<file path="src/rtl/mdds_pkg.sv">
`timescale 1ns / 1ps

package mdds_pkg;

  // Motors that have request and result fields on the channels.
  localparam int IO_MOTORS = 2;

  localparam int REQ_W   = 16;
  localparam int DUTY_W  = 10;
  localparam int DEAD_W  = 8;
  localparam int REV_W   = 16;
  localparam int TRIP_W  = 2;
  localparam int SIGN_W  = 2;
  localparam int CFG_IDX_W  = 2;
  localparam int CFG_DATA_W = 10;

  localparam logic [REV_W-1:0] REVERSAL_MAX = 16'hFFFF;

  // Direction codes, two's complement of -1, 0 and +1.
  localparam logic [SIGN_W-1:0] SIGN_NONE = 2'b00;
  localparam logic [SIGN_W-1:0] SIGN_POS  = 2'b01;
  localparam logic [SIGN_W-1:0] SIGN_NEG  = 2'b11;

  localparam logic [TRIP_W-1:0] TRIP_NONE   = 2'd0;
  localparam logic [TRIP_W-1:0] TRIP_SENSOR = 2'd1;
  localparam logic [TRIP_W-1:0] TRIP_LOCKED = 2'd2;

  localparam logic [CFG_IDX_W-1:0] CFG_SLEW_STEP   = 2'd0;
  localparam logic [CFG_IDX_W-1:0] CFG_REV_DEADTIME = 2'd1;
  localparam logic [CFG_IDX_W-1:0] CFG_DUTY_LIMIT  = 2'd2;

  localparam logic [DUTY_W-1:0] SLEW_STEP_RST  = 10'd25;
  localparam logic [DEAD_W-1:0] DEADTIME_RST   = 8'd10;
  localparam logic [DUTY_W-1:0] DUTY_LIMIT_RST = 10'd1000;

  typedef struct packed {
    logic [DUTY_W-1:0] slew_step;
    logic [DEAD_W-1:0] reverse_deadtime;
    logic [DUTY_W-1:0] duty_limit;
  } lane_cfg_t;

  typedef struct packed {
    logic step;
    logic stop;
  } lane_ctrl_t;

  typedef struct packed {
    logic [DUTY_W-1:0] duty;
    logic              pin;
    logic [REV_W-1:0]  reversals;
  } lane_res_t;

endpackage

</file>
<file path="src/rtl/mdds_if.sv">
`timescale 1ns / 1ps

interface mdds_in_if;
  logic                                 valid;
  logic                                 ready;
  logic signed [mdds_pkg::REQ_W-1:0]    left_request;
  logic signed [mdds_pkg::REQ_W-1:0]    right_request;
  logic                                 run_command;
  logic                                 sensor_ready;
  logic                                 run_unlocked;
  logic                                 protection_latched;

  modport source (
    output valid, left_request, right_request, run_command, sensor_ready,
           run_unlocked, protection_latched,
    input  ready
  );
  modport sink (
    input  valid, left_request, right_request, run_command, sensor_ready,
           run_unlocked, protection_latched,
    output ready
  );
endinterface

interface mdds_out_if;
  logic                          valid;
  logic                          ready;
  logic [mdds_pkg::DUTY_W-1:0]   left_duty;
  logic                          left_direction;
  logic [mdds_pkg::DUTY_W-1:0]   right_duty;
  logic                          right_direction;
  logic [mdds_pkg::REV_W-1:0]    left_reversals;
  logic [mdds_pkg::REV_W-1:0]    right_reversals;
  logic [mdds_pkg::TRIP_W-1:0]   trip_code;

  modport source (
    output valid, left_duty, left_direction, right_duty, right_direction,
           left_reversals, right_reversals, trip_code,
    input  ready
  );
  modport sink (
    input  valid, left_duty, left_direction, right_duty, right_direction,
           left_reversals, right_reversals, trip_code,
    output ready
  );
endinterface

</file>
<file path="src/rtl/mdds_lane.sv">
`timescale 1ns / 1ps

module mdds_lane (
  input  logic                                clk,
  input  logic                                rst_n,
  input  mdds_pkg::lane_ctrl_t                ctrl,
  input  mdds_pkg::lane_cfg_t                 cfg,
  input  logic signed [mdds_pkg::REQ_W-1:0]   request,
  output mdds_pkg::lane_res_t                 res
);

  logic [mdds_pkg::DUTY_W-1:0] mag_r, mag_nxt;
  logic [mdds_pkg::SIGN_W-1:0] sign_r, sign_nxt;
  logic [mdds_pkg::DEAD_W-1:0] dead_r, dead_nxt;
  logic                        pin_r, pin_nxt;
  logic [mdds_pkg::REV_W-1:0]  rev_r, rev_nxt;

  logic [mdds_pkg::REQ_W-1:0]  req_u;
  logic [mdds_pkg::REQ_W-1:0]  abs_req;
  logic [mdds_pkg::DUTY_W-1:0] want_mag;
  logic [mdds_pkg::SIGN_W-1:0] want_sign;
  logic [mdds_pkg::SIGN_W-1:0] sign_eff;
  logic [mdds_pkg::DUTY_W:0]   up_sum;
  logic [mdds_pkg::DUTY_W-1:0] down_diff;
  logic [mdds_pkg::DUTY_W-1:0] duty;

  // The most negative request has magnitude 32768, which still fits unsigned.
  assign req_u   = unsigned'(request);
  assign abs_req = req_u[mdds_pkg::REQ_W-1] ? (~req_u + 16'd1) : req_u;
  assign want_mag = (abs_req > {6'd0, cfg.duty_limit}) ? cfg.duty_limit
                                                       : abs_req[mdds_pkg::DUTY_W-1:0];

  always_comb begin
    if (req_u == '0) begin
      want_sign = mdds_pkg::SIGN_NONE;
    end else if (req_u[mdds_pkg::REQ_W-1]) begin
      want_sign = mdds_pkg::SIGN_NEG;
    end else begin
      want_sign = mdds_pkg::SIGN_POS;
    end
  end

  assign sign_eff  = (sign_r == mdds_pkg::SIGN_NONE) ? want_sign : sign_r;
  assign up_sum    = {1'b0, mag_r} + {1'b0, cfg.slew_step};
  assign down_diff = mag_r - want_mag;

  always_comb begin
    mag_nxt  = mag_r;
    sign_nxt = sign_r;
    dead_nxt = dead_r;
    pin_nxt  = pin_r;
    rev_nxt  = rev_r;
    duty     = '0;
    priority if (ctrl.stop) begin
      mag_nxt  = '0;
      sign_nxt = mdds_pkg::SIGN_NONE;
      dead_nxt = '0;
      pin_nxt  = 1'b0;
    end else if (dead_r != '0) begin
      // On the last dead-time tick the direction becomes whatever is asked now.
      dead_nxt = dead_r - 8'd1;
      mag_nxt  = '0;
      if (dead_r == 8'd1) begin
        sign_nxt = want_sign;
      end
    end else if (want_sign != mdds_pkg::SIGN_NONE && sign_r != mdds_pkg::SIGN_NONE &&
                 want_sign != sign_r) begin
      dead_nxt = cfg.reverse_deadtime;
      mag_nxt  = '0;
      if (rev_r != mdds_pkg::REVERSAL_MAX) begin
        rev_nxt = rev_r + 16'd1;
      end
    end else if (want_sign == mdds_pkg::SIGN_NONE) begin
      mag_nxt = '0;
    end else begin
      sign_nxt = sign_eff;
      if (mag_r < want_mag) begin
        mag_nxt = (up_sum > {1'b0, want_mag}) ? want_mag : up_sum[mdds_pkg::DUTY_W-1:0];
      end else if (mag_r > want_mag) begin
        mag_nxt = (down_diff <= cfg.slew_step) ? want_mag : (mag_r - cfg.slew_step);
      end
      pin_nxt = (sign_eff == mdds_pkg::SIGN_POS);
      duty    = mag_nxt;
    end
  end

  always_ff @(posedge clk) begin
    if (!rst_n) begin
      mag_r  <= '0;
      sign_r <= mdds_pkg::SIGN_NONE;
      dead_r <= '0;
      pin_r  <= 1'b0;
      rev_r  <= '0;
    end else if (ctrl.step) begin
      mag_r  <= mag_nxt;
      sign_r <= sign_nxt;
      dead_r <= dead_nxt;
      pin_r  <= pin_nxt;
      rev_r  <= rev_nxt;
    end
  end

  assign res.duty      = duty;
  assign res.pin       = pin_nxt;
  assign res.reversals = rev_nxt;

endmodule

</file>
<file path="src/rtl/motor_drive_deadtime_slew.sv">
`timescale 1ns / 1ps
// Each accepted item passes through the input register and then the per-motor update
// into the result register.
// Throughput: one item per cycle while the result side keeps taking results.
// Reset (synchronous, rst_n low): channels empty, motor state and reversal
// counts cleared, registers back to slew 25, dead time 10, limit 1000.

module motor_drive_deadtime_slew #(
  parameter int MOTOR_COUNT = 2
) (
  input  logic                                 clk,
  input  logic                                 rst_n,
  mdds_in_if.sink                              in_ch,
  mdds_out_if.source                           out_ch,
  input  logic                                 cfg_we,
  input  logic [mdds_pkg::CFG_IDX_W-1:0]       cfg_index,
  input  logic [mdds_pkg::CFG_DATA_W-1:0]      cfg_wdata
);

  mdds_pkg::lane_cfg_t cfg_r;

  logic                                s1_valid_r;
  logic signed [mdds_pkg::REQ_W-1:0]   s1_req_r [mdds_pkg::IO_MOTORS];
  logic                                s1_run_r, s1_ready_r, s1_unlocked_r, s1_latched_r;

  logic                                out_valid_r;
  logic [mdds_pkg::DUTY_W-1:0]         out_duty_r [mdds_pkg::IO_MOTORS];
  logic                                out_pin_r  [mdds_pkg::IO_MOTORS];
  logic [mdds_pkg::REV_W-1:0]          out_rev_r  [mdds_pkg::IO_MOTORS];
  logic [mdds_pkg::TRIP_W-1:0]         out_trip_r;

  logic                                advance, take_in, process;
  logic                                stop;
  logic [mdds_pkg::TRIP_W-1:0]         trip;
  mdds_pkg::lane_ctrl_t                lane_ctrl;
  mdds_pkg::lane_res_t                 lane_res [mdds_pkg::IO_MOTORS];

  assign advance  = !out_valid_r || out_ch.ready;
  assign in_ch.ready = !s1_valid_r || advance;
  assign take_in  = in_ch.valid && in_ch.ready;
  assign process  = s1_valid_r && advance;

  always_ff @(posedge clk) begin
    if (!rst_n) begin
      cfg_r.slew_step        <= mdds_pkg::SLEW_STEP_RST;
      cfg_r.reverse_deadtime <= mdds_pkg::DEADTIME_RST;
      cfg_r.duty_limit       <= mdds_pkg::DUTY_LIMIT_RST;
    end else if (cfg_we) begin
      unique case (cfg_index)
        mdds_pkg::CFG_SLEW_STEP:    cfg_r.slew_step <= cfg_wdata;
        mdds_pkg::CFG_REV_DEADTIME: cfg_r.reverse_deadtime <= cfg_wdata[mdds_pkg::DEAD_W-1:0];
        mdds_pkg::CFG_DUTY_LIMIT:   cfg_r.duty_limit <= cfg_wdata;
        default: begin
        end
      endcase
    end
  end

  always_ff @(posedge clk) begin
    if (!rst_n) begin
      s1_valid_r <= 1'b0;
    end else if (in_ch.ready) begin
      s1_valid_r <= in_ch.valid;
    end
  end

  always_ff @(posedge clk) begin
    if (take_in) begin
      s1_req_r[0]   <= in_ch.left_request;
      s1_req_r[1]   <= in_ch.right_request;
      s1_run_r      <= in_ch.run_command;
      s1_ready_r    <= in_ch.sensor_ready;
      s1_unlocked_r <= in_ch.run_unlocked;
      s1_latched_r  <= in_ch.protection_latched;
    end
  end

  assign stop = !s1_run_r || !s1_ready_r || !s1_unlocked_r || s1_latched_r;

  always_comb begin
    priority if (!s1_run_r) begin
      trip = mdds_pkg::TRIP_NONE;
    end else if (!s1_ready_r) begin
      trip = mdds_pkg::TRIP_SENSOR;
    end else if (!s1_unlocked_r) begin
      trip = mdds_pkg::TRIP_LOCKED;
    end else begin
      trip = mdds_pkg::TRIP_NONE;
    end
  end

  assign lane_ctrl.step = process;
  assign lane_ctrl.stop = stop;

  for (genvar g = 0; g < mdds_pkg::IO_MOTORS; g++) begin : g_motor
    if (g < MOTOR_COUNT) begin : g_lane
      mdds_lane u_lane (
        .clk     (clk),
        .rst_n   (rst_n),
        .ctrl    (lane_ctrl),
        .cfg     (cfg_r),
        .request (s1_req_r[g]),
        .res     (lane_res[g])
      );
    end else begin : g_absent
      // A motor beyond the configured count is not driven and reads as zero.
      assign lane_res[g] = '0;
    end
  end

  always_ff @(posedge clk) begin
    if (!rst_n) begin
      out_valid_r <= 1'b0;
    end else if (advance) begin
      out_valid_r <= s1_valid_r;
    end
  end

  always_ff @(posedge clk) begin
    if (process) begin
      for (int m = 0; m < mdds_pkg::IO_MOTORS; m++) begin
        out_duty_r[m] <= lane_res[m].duty;
        out_pin_r[m]  <= lane_res[m].pin;
        out_rev_r[m]  <= lane_res[m].reversals;
      end
      out_trip_r <= trip;
    end
  end

  assign out_ch.valid           = out_valid_r;
  assign out_ch.left_duty       = out_duty_r[0];
  assign out_ch.left_direction  = out_pin_r[0];
  assign out_ch.right_duty      = out_duty_r[1];
  assign out_ch.right_direction = out_pin_r[1];
  assign out_ch.left_reversals  = out_rev_r[0];
  assign out_ch.right_reversals = out_rev_r[1];
  assign out_ch.trip_code       = out_trip_r;

`ifndef NO_ASSERTIONS
  // A trip stops the drive: no duty and no direction on the same result.
  a_trip_stops: assert property (@(posedge clk) disable iff (!rst_n)
    out_valid_r && out_trip_r != mdds_pkg::TRIP_NONE |->
      out_duty_r[0] == '0 && out_duty_r[1] == '0 && !out_pin_r[0] && !out_pin_r[1])
    else $error("trip code with nonzero drive");

  // A result that waits keeps its fields until it is taken.
  a_hold_stable: assert property (@(posedge clk) disable iff (!rst_n)
    out_valid_r && !out_ch.ready |=> out_valid_r && $stable(out_trip_r) &&
      $stable(out_duty_r[0]) && $stable(out_duty_r[1]))
    else $error("waiting result changed");

  // The input stage drains into an empty or departing result register.
  a_no_loss: assert property (@(posedge clk) disable iff (!rst_n)
    s1_valid_r && advance |=> out_valid_r)
    else $error("item lost between stages");
`endif

endmodule

</file>
<file path="src/flat_wrapper.sv">
// flat-port wrapper written by rule: the top's interface ports become plain ports
module motor_drive_deadtime_slew_flat 
#(
  parameter int MOTOR_COUNT = 2
)
  (clk, rst_n, cfg_we, cfg_index, cfg_wdata, in_ch_valid, in_ch_left_request, in_ch_right_request, in_ch_run_command, in_ch_sensor_ready, in_ch_run_unlocked, in_ch_protection_latched, in_ch_ready, out_ch_valid, out_ch_left_duty, out_ch_left_direction, out_ch_right_duty, out_ch_right_direction, out_ch_left_reversals, out_ch_right_reversals, out_ch_trip_code, out_ch_ready);
  mdds_in_if in_ch_i ();
  mdds_out_if out_ch_i ();
  input  logic clk;
  input  logic rst_n;
  input  logic cfg_we;
  input  logic [mdds_pkg::CFG_IDX_W-1:0] cfg_index;
  input  logic [mdds_pkg::CFG_DATA_W-1:0] cfg_wdata;
  input wire logic [$bits(in_ch_i.valid)-1:0] in_ch_valid;
  input wire logic [$bits(in_ch_i.left_request)-1:0] in_ch_left_request;
  input wire logic [$bits(in_ch_i.right_request)-1:0] in_ch_right_request;
  input wire logic [$bits(in_ch_i.run_command)-1:0] in_ch_run_command;
  input wire logic [$bits(in_ch_i.sensor_ready)-1:0] in_ch_sensor_ready;
  input wire logic [$bits(in_ch_i.run_unlocked)-1:0] in_ch_run_unlocked;
  input wire logic [$bits(in_ch_i.protection_latched)-1:0] in_ch_protection_latched;
  output wire logic [$bits(in_ch_i.ready)-1:0] in_ch_ready;
  output wire logic [$bits(out_ch_i.valid)-1:0] out_ch_valid;
  output wire logic [$bits(out_ch_i.left_duty)-1:0] out_ch_left_duty;
  output wire logic [$bits(out_ch_i.left_direction)-1:0] out_ch_left_direction;
  output wire logic [$bits(out_ch_i.right_duty)-1:0] out_ch_right_duty;
  output wire logic [$bits(out_ch_i.right_direction)-1:0] out_ch_right_direction;
  output wire logic [$bits(out_ch_i.left_reversals)-1:0] out_ch_left_reversals;
  output wire logic [$bits(out_ch_i.right_reversals)-1:0] out_ch_right_reversals;
  output wire logic [$bits(out_ch_i.trip_code)-1:0] out_ch_trip_code;
  input wire logic [$bits(out_ch_i.ready)-1:0] out_ch_ready;
  assign in_ch_i.valid = in_ch_valid;
  assign in_ch_i.left_request = in_ch_left_request;
  assign in_ch_i.right_request = in_ch_right_request;
  assign in_ch_i.run_command = in_ch_run_command;
  assign in_ch_i.sensor_ready = in_ch_sensor_ready;
  assign in_ch_i.run_unlocked = in_ch_run_unlocked;
  assign in_ch_i.protection_latched = in_ch_protection_latched;
  assign in_ch_ready = in_ch_i.ready;
  assign out_ch_valid = out_ch_i.valid;
  assign out_ch_left_duty = out_ch_i.left_duty;
  assign out_ch_left_direction = out_ch_i.left_direction;
  assign out_ch_right_duty = out_ch_i.right_duty;
  assign out_ch_right_direction = out_ch_i.right_direction;
  assign out_ch_left_reversals = out_ch_i.left_reversals;
  assign out_ch_right_reversals = out_ch_i.right_reversals;
  assign out_ch_trip_code = out_ch_i.trip_code;
  assign out_ch_i.ready = out_ch_ready;
  motor_drive_deadtime_slew #(.MOTOR_COUNT(MOTOR_COUNT)) u_core (.clk(clk), .rst_n(rst_n), .in_ch(in_ch_i), .out_ch(out_ch_i), .cfg_we(cfg_we), .cfg_index(cfg_index), .cfg_wdata(cfg_wdata));
endmodule
</file>
<file path="config.mk">
export PLATFORM = sky130hd
export DESIGN_NAME = motor_drive_deadtime_slew_flat
export DESIGN_NICKNAME = d
export VERILOG_FILES = /design/src/rtl/mdds_pkg.sv /design/src/rtl/mdds_if.sv /design/src/rtl/mdds_lane.sv /design/src/rtl/motor_drive_deadtime_slew.sv /design/src/flat_wrapper.sv
export SDC_FILE = /design/constraint.sdc
export NUM_CORES = 1
export LEC_CHECK = 0
export ABC_AREA = 1
export BUFFER_PORTS_ARGS = -buffer_cell sky130_fd_sc_hd__buf_2
export CAP_MARGIN = 20
export CORE_ASPECT_RATIO = 2
export CORE_MARGIN = 8
export CORE_UTILIZATION = 59
export CTS_CLUSTER_SIZE = 20
export DETAILED_ROUTE_END_ITERATION = 10
export PLACE_DENSITY = 0.79
export SETUP_SLACK_MARGIN = 0.5
export SYNTH_ARGS = -nofsm -noshare
export SYNTH_HDL_FRONTEND = slang
export SYNTH_SLANG_ARGS = --single-unit
</file>
<file path="constraint.sdc">
create_clock -name clk -period 8.35 [get_ports clk]
set_clock_uncertainty 0.2 [all_clocks]
set_input_delay 0.835 -clock clk [delete_from_list [all_inputs] [get_ports clk]]
set_output_delay 0.835 -clock clk [all_outputs]
set_load 0.005 [all_outputs]
</file>
==> results_dict.tcl, run 1 <==
set metrics [dict create \
    ant_nets 0 \
    clock_latency_ns 0.46 \
    dr.pass1.iters 5 \
    grt_usage_pct 24.74 \
    cts_buffers 17 \
    peakVddDrop_mv 0.1786 \
    synth_cells 1784 \
    clock_path_buffers 2 \
    root_buffer "clkbuf_16" \
    dp_hpwl_mm 26.55 \
    cts_tree "built" \
    fill_cells 2003 \
    dieHeight_um 231.2 \
    finalCritPeriodShare_pct 83.24 \
    arrival_ns 7.13 \
    rows 79 \
    diodes 0 \
    yosysTopAreaCell "edfxtp_1" \
    finalCriticalPeriod_ns 6.950 \
    place_area_sq_mm 0.01439 \
    crit_buf_inv 4 \
    final_cells 2164 \
    crit_path_max_incr_delay_ns 0.75 \
    critPathMaxFanout 19 \
    grt_max_degree 88 \
    fin_nets 2051 \
    timing.rr.start "u_core.s1_req_r[0][15]" \
    htree_levels 4 \
    wl_per_cell_um 16.11 \
    rsz0062_at_grt "no" \
    fmax_mhz 143.9 \
    power_mw 2.603 \
    grt_pass1_wl_mm 56.26 \
    cts_hold_buf 0 \
    leakagePower_nw 7.166 \
    r2r-end "u_core.g_motor[0].g_lane.u_lane.mag_r[4]" \
    grt_pass1_vias 11640 \
    required_ns 8.52 \
    ys_seq_elements 196 \
    ctsResizeCount 0 \
    start_kind "flop" \
    drt_iter0_drc 871 \
    fp.coreArea_sq_mm 0.02303 \
    netlist.area_leader.share_pct 20.22 \
    synthTopCellsByArea "edfxtp_1 20%, dfxtp_1 15%, ha_1 11%, nand2_1 8.3%, inv_1 7.5%" \
    cp_slowest_cell "edfxtp_1" \
    gp_congestion 0.9698 \
    slew_headroom_pct 21.04 \
    cap_viol_max_count 0 \
    path_clk_slew_ns 0.07 \
    die_w_um 123.6 \
    ys_types 46 \
    fin_area_sq_mm 0.01499 \
    netlist_area_sq_mm 0.01366 \
    floorplan.initialDensity_pct 59.33 \
    tightest_slew_ns 1.180 \
    port_buffers 110 \
    r2r_cells 37 \
    cp_top_family "compound AO/OA/AOI/OAI gates" \
    clock_sinks 196 \
    overflow 0 \
    drv_slew 0 \
    r2r_slack_ns 1.40 \
    hold_path.class "flop to flop" \
    avgViaCountPerCell 5.651 \
    status "completed" \
    num_vias 12230 \
    avgSynthCellArea_sq_um 7.659 \
    final_cell_mix "301 x nand2_1, 272 x inv_1, 172 x a21oi_1, 151 x o21ai_0, 124 x ha_1" \
    wl_mm 34.86 \
    ys_seq_area_share_pct 35.45 \
    fin_util_pct 65.08 \
    syn2layout_area_growth_pct 9.688 \
    drive_above_1_share_pct 11.06 \
    multi_input_area_sq_mm 0.007528 \
    dp.cells 2131 \
    hold_depth 2 \
    layout_commonest_cell "nand2_1" \
    area.sequential_sq_mm 0.004845 \
    io_pins 111 \
    timing.setup.tns_ns 0 \
    cts_setup_buffers 0 \
    hold_viol 0 \
    pwr_density_cell_mw_per_mm2 173.7 \
    dieArea_sq_mm 0.02858 \
    hp-start "u_core.g_motor[0].g_lane.u_lane.dead_r[7]" \
    synthesis.nets 1967 \
    setup_viol 0 \
    antenna_found_initial 0 \
    end_kind "flop" \
    path_class "flop to flop" \
    drc 0 \
    holdPathEnd "u_core.g_motor[0].g_lane.u_lane.dead_r[7]" \
    yosysWarnings 0 \
]
cells by family (layout without fill, tap and decap cells):
| family | Yosys count | count (layout) | synth area share [%] |
|---|---|---|---|
| buf+inv | 334 | 431 | 9.450 |
| xor+xnor | 85 | 85 | 5.448 |
| compound gates | 448 | 448 | 18.54 |
| simple gates | 591 | 591 | 18.87 |
| flops | 196 | 196 | 35.45 |
| fa+ha+maj | 130 | 130 | 12.23 |
synthesized netlist by cell type, drive strengths merged:
cell type    n
o21ba        1
nor2       133
o21ai      178
nand2      312
a22oi        3
ha         124
clkbuf      39
fa           6
o22ai        4
o21bai      11
o31ai       10
dfxtp      104
clkinv       2
o221ai       2
or2          7
o2111ai      6
a21oi      179
a31oi        2
a21o         6
nor4         8
nor3        24
a311oi       1
xnor2       14
a221oi       7
o211ai      26
a211oi       8
xor2        71
edfxtp      92
and2         1
o21a         4
nand3       84
inv        279
buf         14
nand4       22
state kept, by name, indices dropped and copies added (netlist names), 4 cells and up:
name,count
u_core.out_rev_r,32
u_core.g_motor.g_lane.u_lane.rev_r,32
u_core.s1_req_r,32
u_core.cfg_r,28
u_core.g_motor.g_lane.u_lane.mag_r,20
u_core.out_duty_r,20
u_core.g_motor.g_lane.u_lane.dead_r,16
u_core.g_motor.g_lane.u_lane.sign_r,4
where the power goes:
group          internal, mW  switching [mW]  total (mW)
Clock                 0.423           0.385       0.808
Combinational         0.245           0.440       0.685
Sequential             1.06          0.0465        1.11
Total                  1.73           0.871        2.60
worst max path at each step:
stage                      startpoint  cells after the start                                       end
3_3_place_gp   u_core.s1_req_r[0][15]                     35  u_core.g_motor[0].g_lane.u_lane.mag_r[4]
5_1_grt        u_core.s1_req_r[0][15]                     37  u_core.g_motor[0].g_lane.u_lane.mag_r[4]
2_1_floorplan   u_core.s1_req_r[0][1]                     38                   u_core.out_duty_r[0][1]
3_5_place_dp   u_core.s1_req_r[0][15]                     37  u_core.g_motor[0].g_lane.u_lane.mag_r[4]
4_1_cts        u_core.s1_req_r[0][15]                     37  u_core.g_motor[0].g_lane.u_lane.mag_r[4]
6_report       u_core.s1_req_r[0][15]                     37  u_core.g_motor[0].g_lane.u_lane.mag_r[4]
per-stage QoR:
stage / hold WS (ns) / worst slack, ns
finish: 0.3011 / 1.400
CTS: 0.2974 / 1.551
detailed placement: 0.2831 / 1.605
global placement: 0.2755 / 1.660
global route: 0.3140 / 0.8046
floorplan: 0.2371 / 2.500
per-layer routing:
metal / track usage (%) / vias up / wire (um)
li1: - / 6160 / -
met1: 30.92 / 5540 / 14870
met2: 40.38 / 443 / 16620
met3: 4.606 / 85 / 2188
met4: 10.72 / 0 / 1174
met5: 0 / - / 0
worst reg2reg max path, delay by kind of cell, from the launching register on:
kind	cells	cell delay, ns
AND/OR/NAND/NOR	13	1.63
XOR/XNOR	2	0.32
adder cells (fa/ha/maj)	3	0.87
AO/OA/AOI/OAI	15	2.21
flip-flops	1	0.75
buffers and inverters	4	0.89
cell type report:
type | count | area share, %
multi-input cells | 1254 | 50.23
flip-flops and latches | 196 | 32.32
inverters | 281 | 7.062
repair buffers | 118 | 4.207
clock buffers | 22 | 3.239
well taps | 283 | 2.362
clock inverters | 10 | 0.5760
No activity file was read; power rests on OpenSTA's default activity.
==> run 2, diff against run 1 <==
==> constraint.sdc (replaced) <==
create_clock -name clk -period 6.8 [get_ports clk]
set_clock_uncertainty 0.2 [all_clocks]
set_input_delay 0.68 -clock clk [delete_from_list [all_inputs] [get_ports clk]]
set_output_delay 0.68 -clock clk [all_outputs]
set_load 0.005 [all_outputs]
==> run 2 against run 1 <==
- total power up 29%
- cell count up 1.8%
- core utilization rose by 2.6 points
- fmax is 14% higher
- non-clock buffer count rose by 36
- count of clock-buffer cells in the layout is 3 lower
- global-route usage grew 0.28 points
- via count grew 2.8%
- sequential cell count stayed put
- critical endpoint is now u_core.out_duty_r[0][6]
- largest cell class unchanged
==> results_dict.tcl, run 2 (same netlist as run 1, synthesis figures left out) <==
set metrics [dict create \
    wl_met1_mm 15.12 \
    leakagePower_nw 7.382 \
    diodes 0 \
    p_int_mw 2.232 \
    r2r-end "u_core.out_duty_r[0][6]" \
    cp_slowest_cell "edfxtp_1" \
    num_vias 12580 \
    port_buffers 110 \
    clock_sinks 196 \
    grt_max_degree 94 \
    critPathMaxFanout 5 \
    dp.cells 2136 \
    fin_nets 2090 \
    cts_buffers 17 \
    timing.rr.start "u_core.s1_req_r[0][0]" \
    path_class "flop to flop" \
    power_mw 3.366 \
    antenna_found_initial 0 \
    hold_viol 0 \
    gp_congestion 0.9809 \
    status "completed" \
    grt_pass1_wl_mm 56.90 \
    final_cell_mix "294 x nand2_1, 266 x inv_1, 167 x a21oi_1, 140 x o21ai_0, 120 x ha_1" \
    floorplan.initialDensity_pct 59.33 \
    io_pins 111 \
    final_cells 2203 \
    hold_path.class "input port to flop" \
    dieHeight_um 231.2 \
    setup_ws_ns 0.6772 \
    r2r_slack_ns 0.68 \
    wl_mm 36.20 \
    cp_common_cell "a21oi_1" \
    crit_path_start "u_core.s1_req_r[0][0]" \
    setup_viol 0 \
    fp.coreArea_sq_mm 0.02303 \
    arrival_ns 6.14 \
    pwr-share-comb_pct 28.4 \
    wl_met3_mm 2.279 \
    required_ns 6.81 \
    crit_end "u_core.out_duty_r[0][6]" \
    clock_latency_ns 0.46 \
    overflow 0 \
    timing.setup.tns_ns 0 \
    wl_per_cell_um 16.43 \
    dr.pass1.iters 7 \
    hold_depth 1 \
    drv_slew 0 \
    p_seq_share_pct 40.4 \
    crit_path_max_incr_delay_ns 0.40 \
    fmax_mhz 163.3 \
    clock_path_buffers 2 \
    path_clk_slew_ns 0.07 \
    slew_headroom_pct 32.87 \
    drc 0 \
    dp_hpwl_mm 26.67 \
    syn2layout_area_growth_pct 14.06 \
    finalCritPeriodShare_pct 90.04 \
    rows 79 \
    start_kind "flop" \
    dieArea_sq_mm 0.02858 \
    grt_pass1_vias 11460 \
    htree_levels 4 \
    switching_share_pct 33.70 \
    cap_viol_max_count 0 \
    top_layer_used "met4" \
    fill_cells 1905 \
    root_buffer "clkbuf_16" \
    drt_iter0_drc 1002 \
    cts_hold_buf 0 \
    area.sequential_sq_mm 0.004845 \
    end_kind "flop" \
    switching_power_mw 1.134 \
    peakVddDrop_mv 0.2126 \
    ant_nets 0 \
    cts_tree "built" \
    top_regs "u_core.g_motor.g_lane.u_lane.rev_r x32, u_core.out_rev_r x32, u_core.s1_req_r x32" \
    p_clk_share_pct 31.2 \
    r2r_cells 37 \
    finalCriticalPeriod_ns 6.123 \
    routed-wl-met2_mm 17.28 \
    avgViaCountPerCell 5.709 \
    pwr_density_cell_mw_per_mm2 216.0 \
    grt_usage_pct 25.02 \
    tightest_slew_ns 1.007 \
    post-place-ws_ns 0.3436 \
    layout_commonest_cell "nand2_1" \
    die_w_um 123.6 \
    rsz0062_at_grt "no" \
    drive_above_1_share_pct 15.42 \
    multi_input_area_sq_mm 0.007781 \
]
run 2: changes by cell type in the layout (fill, tap and decap cells not counted), moves of 6 or more:
cell,change
buf_4,+34
o21ai_0,-11
nand2_1,-7
nand2_2,+7
inv_1,-6
o21ai_2,+6
run 2: critical path, delay by kind of cell (launching register included):
family / cells / cell delay (ns)
fa+ha+maj: 3 / 0.86
flops: 1 / 0.40
buf+inv: 3 / 0.26
xor+xnor: 2 / 0.26
simple gates: 14 / 1.72
compound gates: 15 / 2.20
run 2: worst min path at each step:
stage	start	end	slack, ns
finish	in_ch_left_request[10]	u_core.s1_req_r[0][10]	0.19
global route	in_ch_right_request[13]	u_core.s1_req_r[0][29]	0.18
CTS	in_ch_run_command	u_core.s1_run_r	0.18
detailed placement	u_core.g_motor[0].g_lane.u_lane.dead_r[2]	u_core.g_motor[0].g_lane.u_lane.dead_r[2]	0.28
global placement	u_core.g_motor[1].g_lane.u_lane.dead_r[7]	u_core.g_motor[1].g_lane.u_lane.dead_r[7]	0.27
floorplan	u_core.cfg_r[14]	u_core.cfg_r[14]	0.24
run 2: area by class of cell:
cell class,count,area share [%]
multi-input cells,1255,49.93
flip-flops and latches,196,31.09
inverters,281,6.920
repair buffers,154,5.788
clock buffers,19,2.842
well taps,283,2.272
clock inverters,13,1.084
repair inverters,2,0.08028
run 2: layer usage:
layer,GRT usage (%),up-vias
met5,0,-
met3,3.631,99
li1,-,6227
met1,31.50,5760
met2,40.89,490
met4,11.74,0
run 2: repair_timing:
item                                    CTS  global route
pin swaps                                 0            33
cloned                                    0             3
setup buffers                             4            28
endpoints found under the setup margin   30            40
resized for setup                         6            68
run 2: through the flow:
stage                     hold slack, ns  util, %  cell area, sq um
after floorplan                   0.2371        -             13660
final                             0.1929    67.67             15580
after detailed placement          0.2764    62.74             14450
after global routing              0.1787    67.67             15580
after global placement            0.2733    62.57             14410
after CTS                         0.1760    65.61             15110
run 2: power by group through the flow:
stage / clock [mW] / sequential (mW) / combinational, mW
6_report: 1.05 / 1.36 / 0.958
5_1_grt: 1.10 / 1.37 / 1.07
4_1_cts: 1.06 / 1.36 / 0.858
3_5_place_dp: 0 / 1.38 / 0.832
3_3_place_gp: 0 / 1.38 / 0.818
2_1_floorplan: 0 / 1.37 / 0.628
==> run 3, diff against run 2 <==
--- a/config.mk
+++ b/config.mk
@@ -10,10 +10,10 @@
 export CAP_MARGIN = 20
 export CORE_ASPECT_RATIO = 2
 export CORE_MARGIN = 8
-export CORE_UTILIZATION = 59
+export CORE_UTILIZATION = 60
 export CTS_CLUSTER_SIZE = 20
 export DETAILED_ROUTE_END_ITERATION = 10
-export PLACE_DENSITY = 0.79
+export PLACE_DENSITY = 0.8
 export SETUP_SLACK_MARGIN = 0.5
 export SYNTH_ARGS = -nofsm -noshare
 export SYNTH_HDL_FRONTEND = slang
==> run 3 against run 2 <==
- clock power about the same
- sequential share of layout area is 0.74 points lower
- global-route usage grew 6.2 points
- non-clock buffer count grew 19
- critical path type unchanged
- largest cell class unchanged
==> results_dict.tcl, run 3 (same netlist as run 1, synthesis figures left out) <==
set metrics [dict create \
    required_ns 6.82 \
    p_int_mw 2.252 \
    drive_above_1_share_pct 18.15 \
    dieArea_sq_mm 0.02815 \
    port_buffers 110 \
    hold_viol 0 \
    hold_path.class "input port to flop" \
    io_pins 111 \
    rows 78 \
    root_buffer "clkbuf_16" \
    grt.met1_usage_pct 27.54 \
    drv_slew 0 \
    top_regs "u_core.g_motor.g_lane.u_lane.rev_r x32, u_core.out_rev_r x32, u_core.s1_req_r x32" \
    rsz0062_at_grt "yes" \
    arrival_ns 6.34 \
    cp_common_cell "nand2_1" \
    drt_iter0_drc 1083 \
    switching_share_pct 36.26 \
    final_cell_mix "285 x nand2_1, 261 x inv_1, 163 x a21oi_1, 128 x o21ai_0, 115 x ha_1" \
    start_kind "flop" \
    grt.busiest_layer "met2" \
    hold_depth 1 \
    dp_hpwl_mm 33.13 \
    crit_path_max_incr_delay_ns 0.43 \
    r2r-end "u_core.out_duty_r[0][5]" \
    clock_sinks 196 \
    timing.rr.start "u_core.s1_req_r[0][2]" \
    peakVddDrop_mv 0.2284 \
    post-place-ws_ns 0.2635 \
    layout_commonest_cell "nand2_1" \
    grt_pass1_wl_mm 67.43 \
    cap_viol_max_count 0 \
    p_seq_share_pct 38.6 \
    grt_usage_pct 31.17 \
    cp_slowest_cell "edfxtp_1" \
    die_w_um 122.7 \
    avgViaCountPerCell 6.030 \
    clock_path_buffers 2 \
    syn2layout_area_growth_pct 16.83 \
    num_vias 13400 \
    grt_pass1_vias 13120 \
    dieHeight_um 229.4 \
    leakagePower_nw 7.513 \
    gp_congestion 1.044 \
    status "completed" \
    pwr-share-comb_pct 31.0 \
    finalCriticalPeriod_ns 6.318 \
    slew_headroom_pct 19.77 \
    cts_tree "built" \
    r2r_slack_ns 0.48 \
    dr.pass1.iters 6 \
    timing.setup.tns_ns 0 \
    antenna_found_initial 3 \
    pwr_density_cell_mw_per_mm2 221.3 \
    path_clk_slew_ns 0.08 \
    cts_buffers 17 \
    hp-start "in_ch_left_request[8]" \
    clock_latency_ns 0.47 \
    path_class "flop to flop" \
    wl_per_cell_um 20.47 \
    setup_viol 0 \
    floorplan.initialDensity_pct 60.61 \
    fin_nets 2109 \
    holdPathEnd "u_core.s1_req_r[0][8]" \
    fp.coreArea_sq_mm 0.02254 \
    htree_levels 4 \
    fill_cells 1793 \
    fin_util_pct 70.81 \
    p_clk_share_pct 30.4 \
    fmax_mhz 158.3 \
    switching_power_mw 1.281 \
    overflow 0 \
    finalCritPeriodShare_pct 92.92 \
    r2r_cells 38 \
    tightest_slew_ns 1.199 \
    setup_ws_ns 0.4817 \
    met3_usage_pct 7.467 \
    use_met2_pct 56.28 \
    critPathMaxFanout 7 \
    wl_mm 45.48 \
    grt_max_degree 75 \
    drc 0 \
    ant_nets 0 \
    end_kind "flop" \
]
==> run 3: cell types whose count changed in the layout (fill, tap and decap cells not counted), sizes merged <==
cell    change
buf        +19
bufinv      -1
diode       +3
nand2       -1
inv         +4
clkbuf      -2
==> run 3: power groups by stage <==
stage	Combinational (mW)	Clock, mW	Sequential, mW
global route	1.19	1.12	1.37
finish	1.10	1.07	1.36
CTS	0.913	1.08	1.36
detailed placement	0.881	0	1.39
global placement	0.858	0	1.38
floorplan	0.628	0	1.37
==> run 3: metrics by stage <==
stage / instance area [sq um] / hold WS [ns] / std cells / power (mW)
final: 15960 / 0.1750 / 2222 / 3.533
after global routing: 15960 / 0.1651 / 2222 / 3.685
after CTS: 15130 / 0.1693 / 2173 / 3.353
after detailed placement: 14450 / 0.2808 / 2136 / 2.267
after global placement: 14450 / 0.2712 / 2136 / 2.243
after floorplan: 13660 / 0.2371 / 1784 / 1.997
==> run 3: routing by layer <==
layer | part of all wire [%] | wire, um
met3 | 6.5 | 2951
met4 | 9.7 | 4390
met2 | 52 | 23810
met5 | 0 | 0
met1 | 31 | 14320
==> run 3: final cells by class <==
type,count,area [sq um],share of cell area (%)
multi-input cells,1254,7991,50.06
flip-flops and latches,196,4845,30.35
inverters,281,1086,6.803
repair buffers,173,1046,6.552
clock buffers,17,425.4,2.665
well taps,280,350.3,2.195
clock inverters,15,193.9,1.215
repair inverters,3,18.77,0.1176
diodes,3,7.507,0.04703
==> run 3: worst max-delay path by stage <==
| stage | start | to |
|---|---|---|
| finish | u_core.s1_req_r[0][2] | u_core.out_duty_r[0][5] |
| global route | u_core.s1_req_r[0][18] | u_core.out_duty_r[0][18] |
| CTS | u_core.s1_req_r[0][18] | u_core.g_motor[1].g_lane.u_lane.mag_r[6] |
| detailed placement | u_core.s1_req_r[0][0] | u_core.out_duty_r[0][7] |
| global placement | u_core.s1_req_r[0][0] | u_core.out_duty_r[0][6] |
| floorplan | u_core.s1_req_r[0][1] | u_core.out_duty_r[0][1] |
==> run 3: repair_timing <==
item	4_1_cts	5_1_grt
endpoints found under the setup margin	22	40
setup buffers	5	42
pin swaps	1	50
gates cloned	0	4
hold buffers	0	0
hold endpoints to repair	0	0
gates resized for setup	12	132
==> run 3: critical path: cells and delay by family, from the launching register on <==
kind / cells / cell delay (ns)
buffers and inverters: 3 / 0.35
AOI/OAI and AO/OA: 13 / 1.69
adders and majority gates: 3 / 0.83
xor gates and xnor gates: 2 / 0.23
and+or+nand+nor: 17 / 2.32
DFF: 1 / 0.43
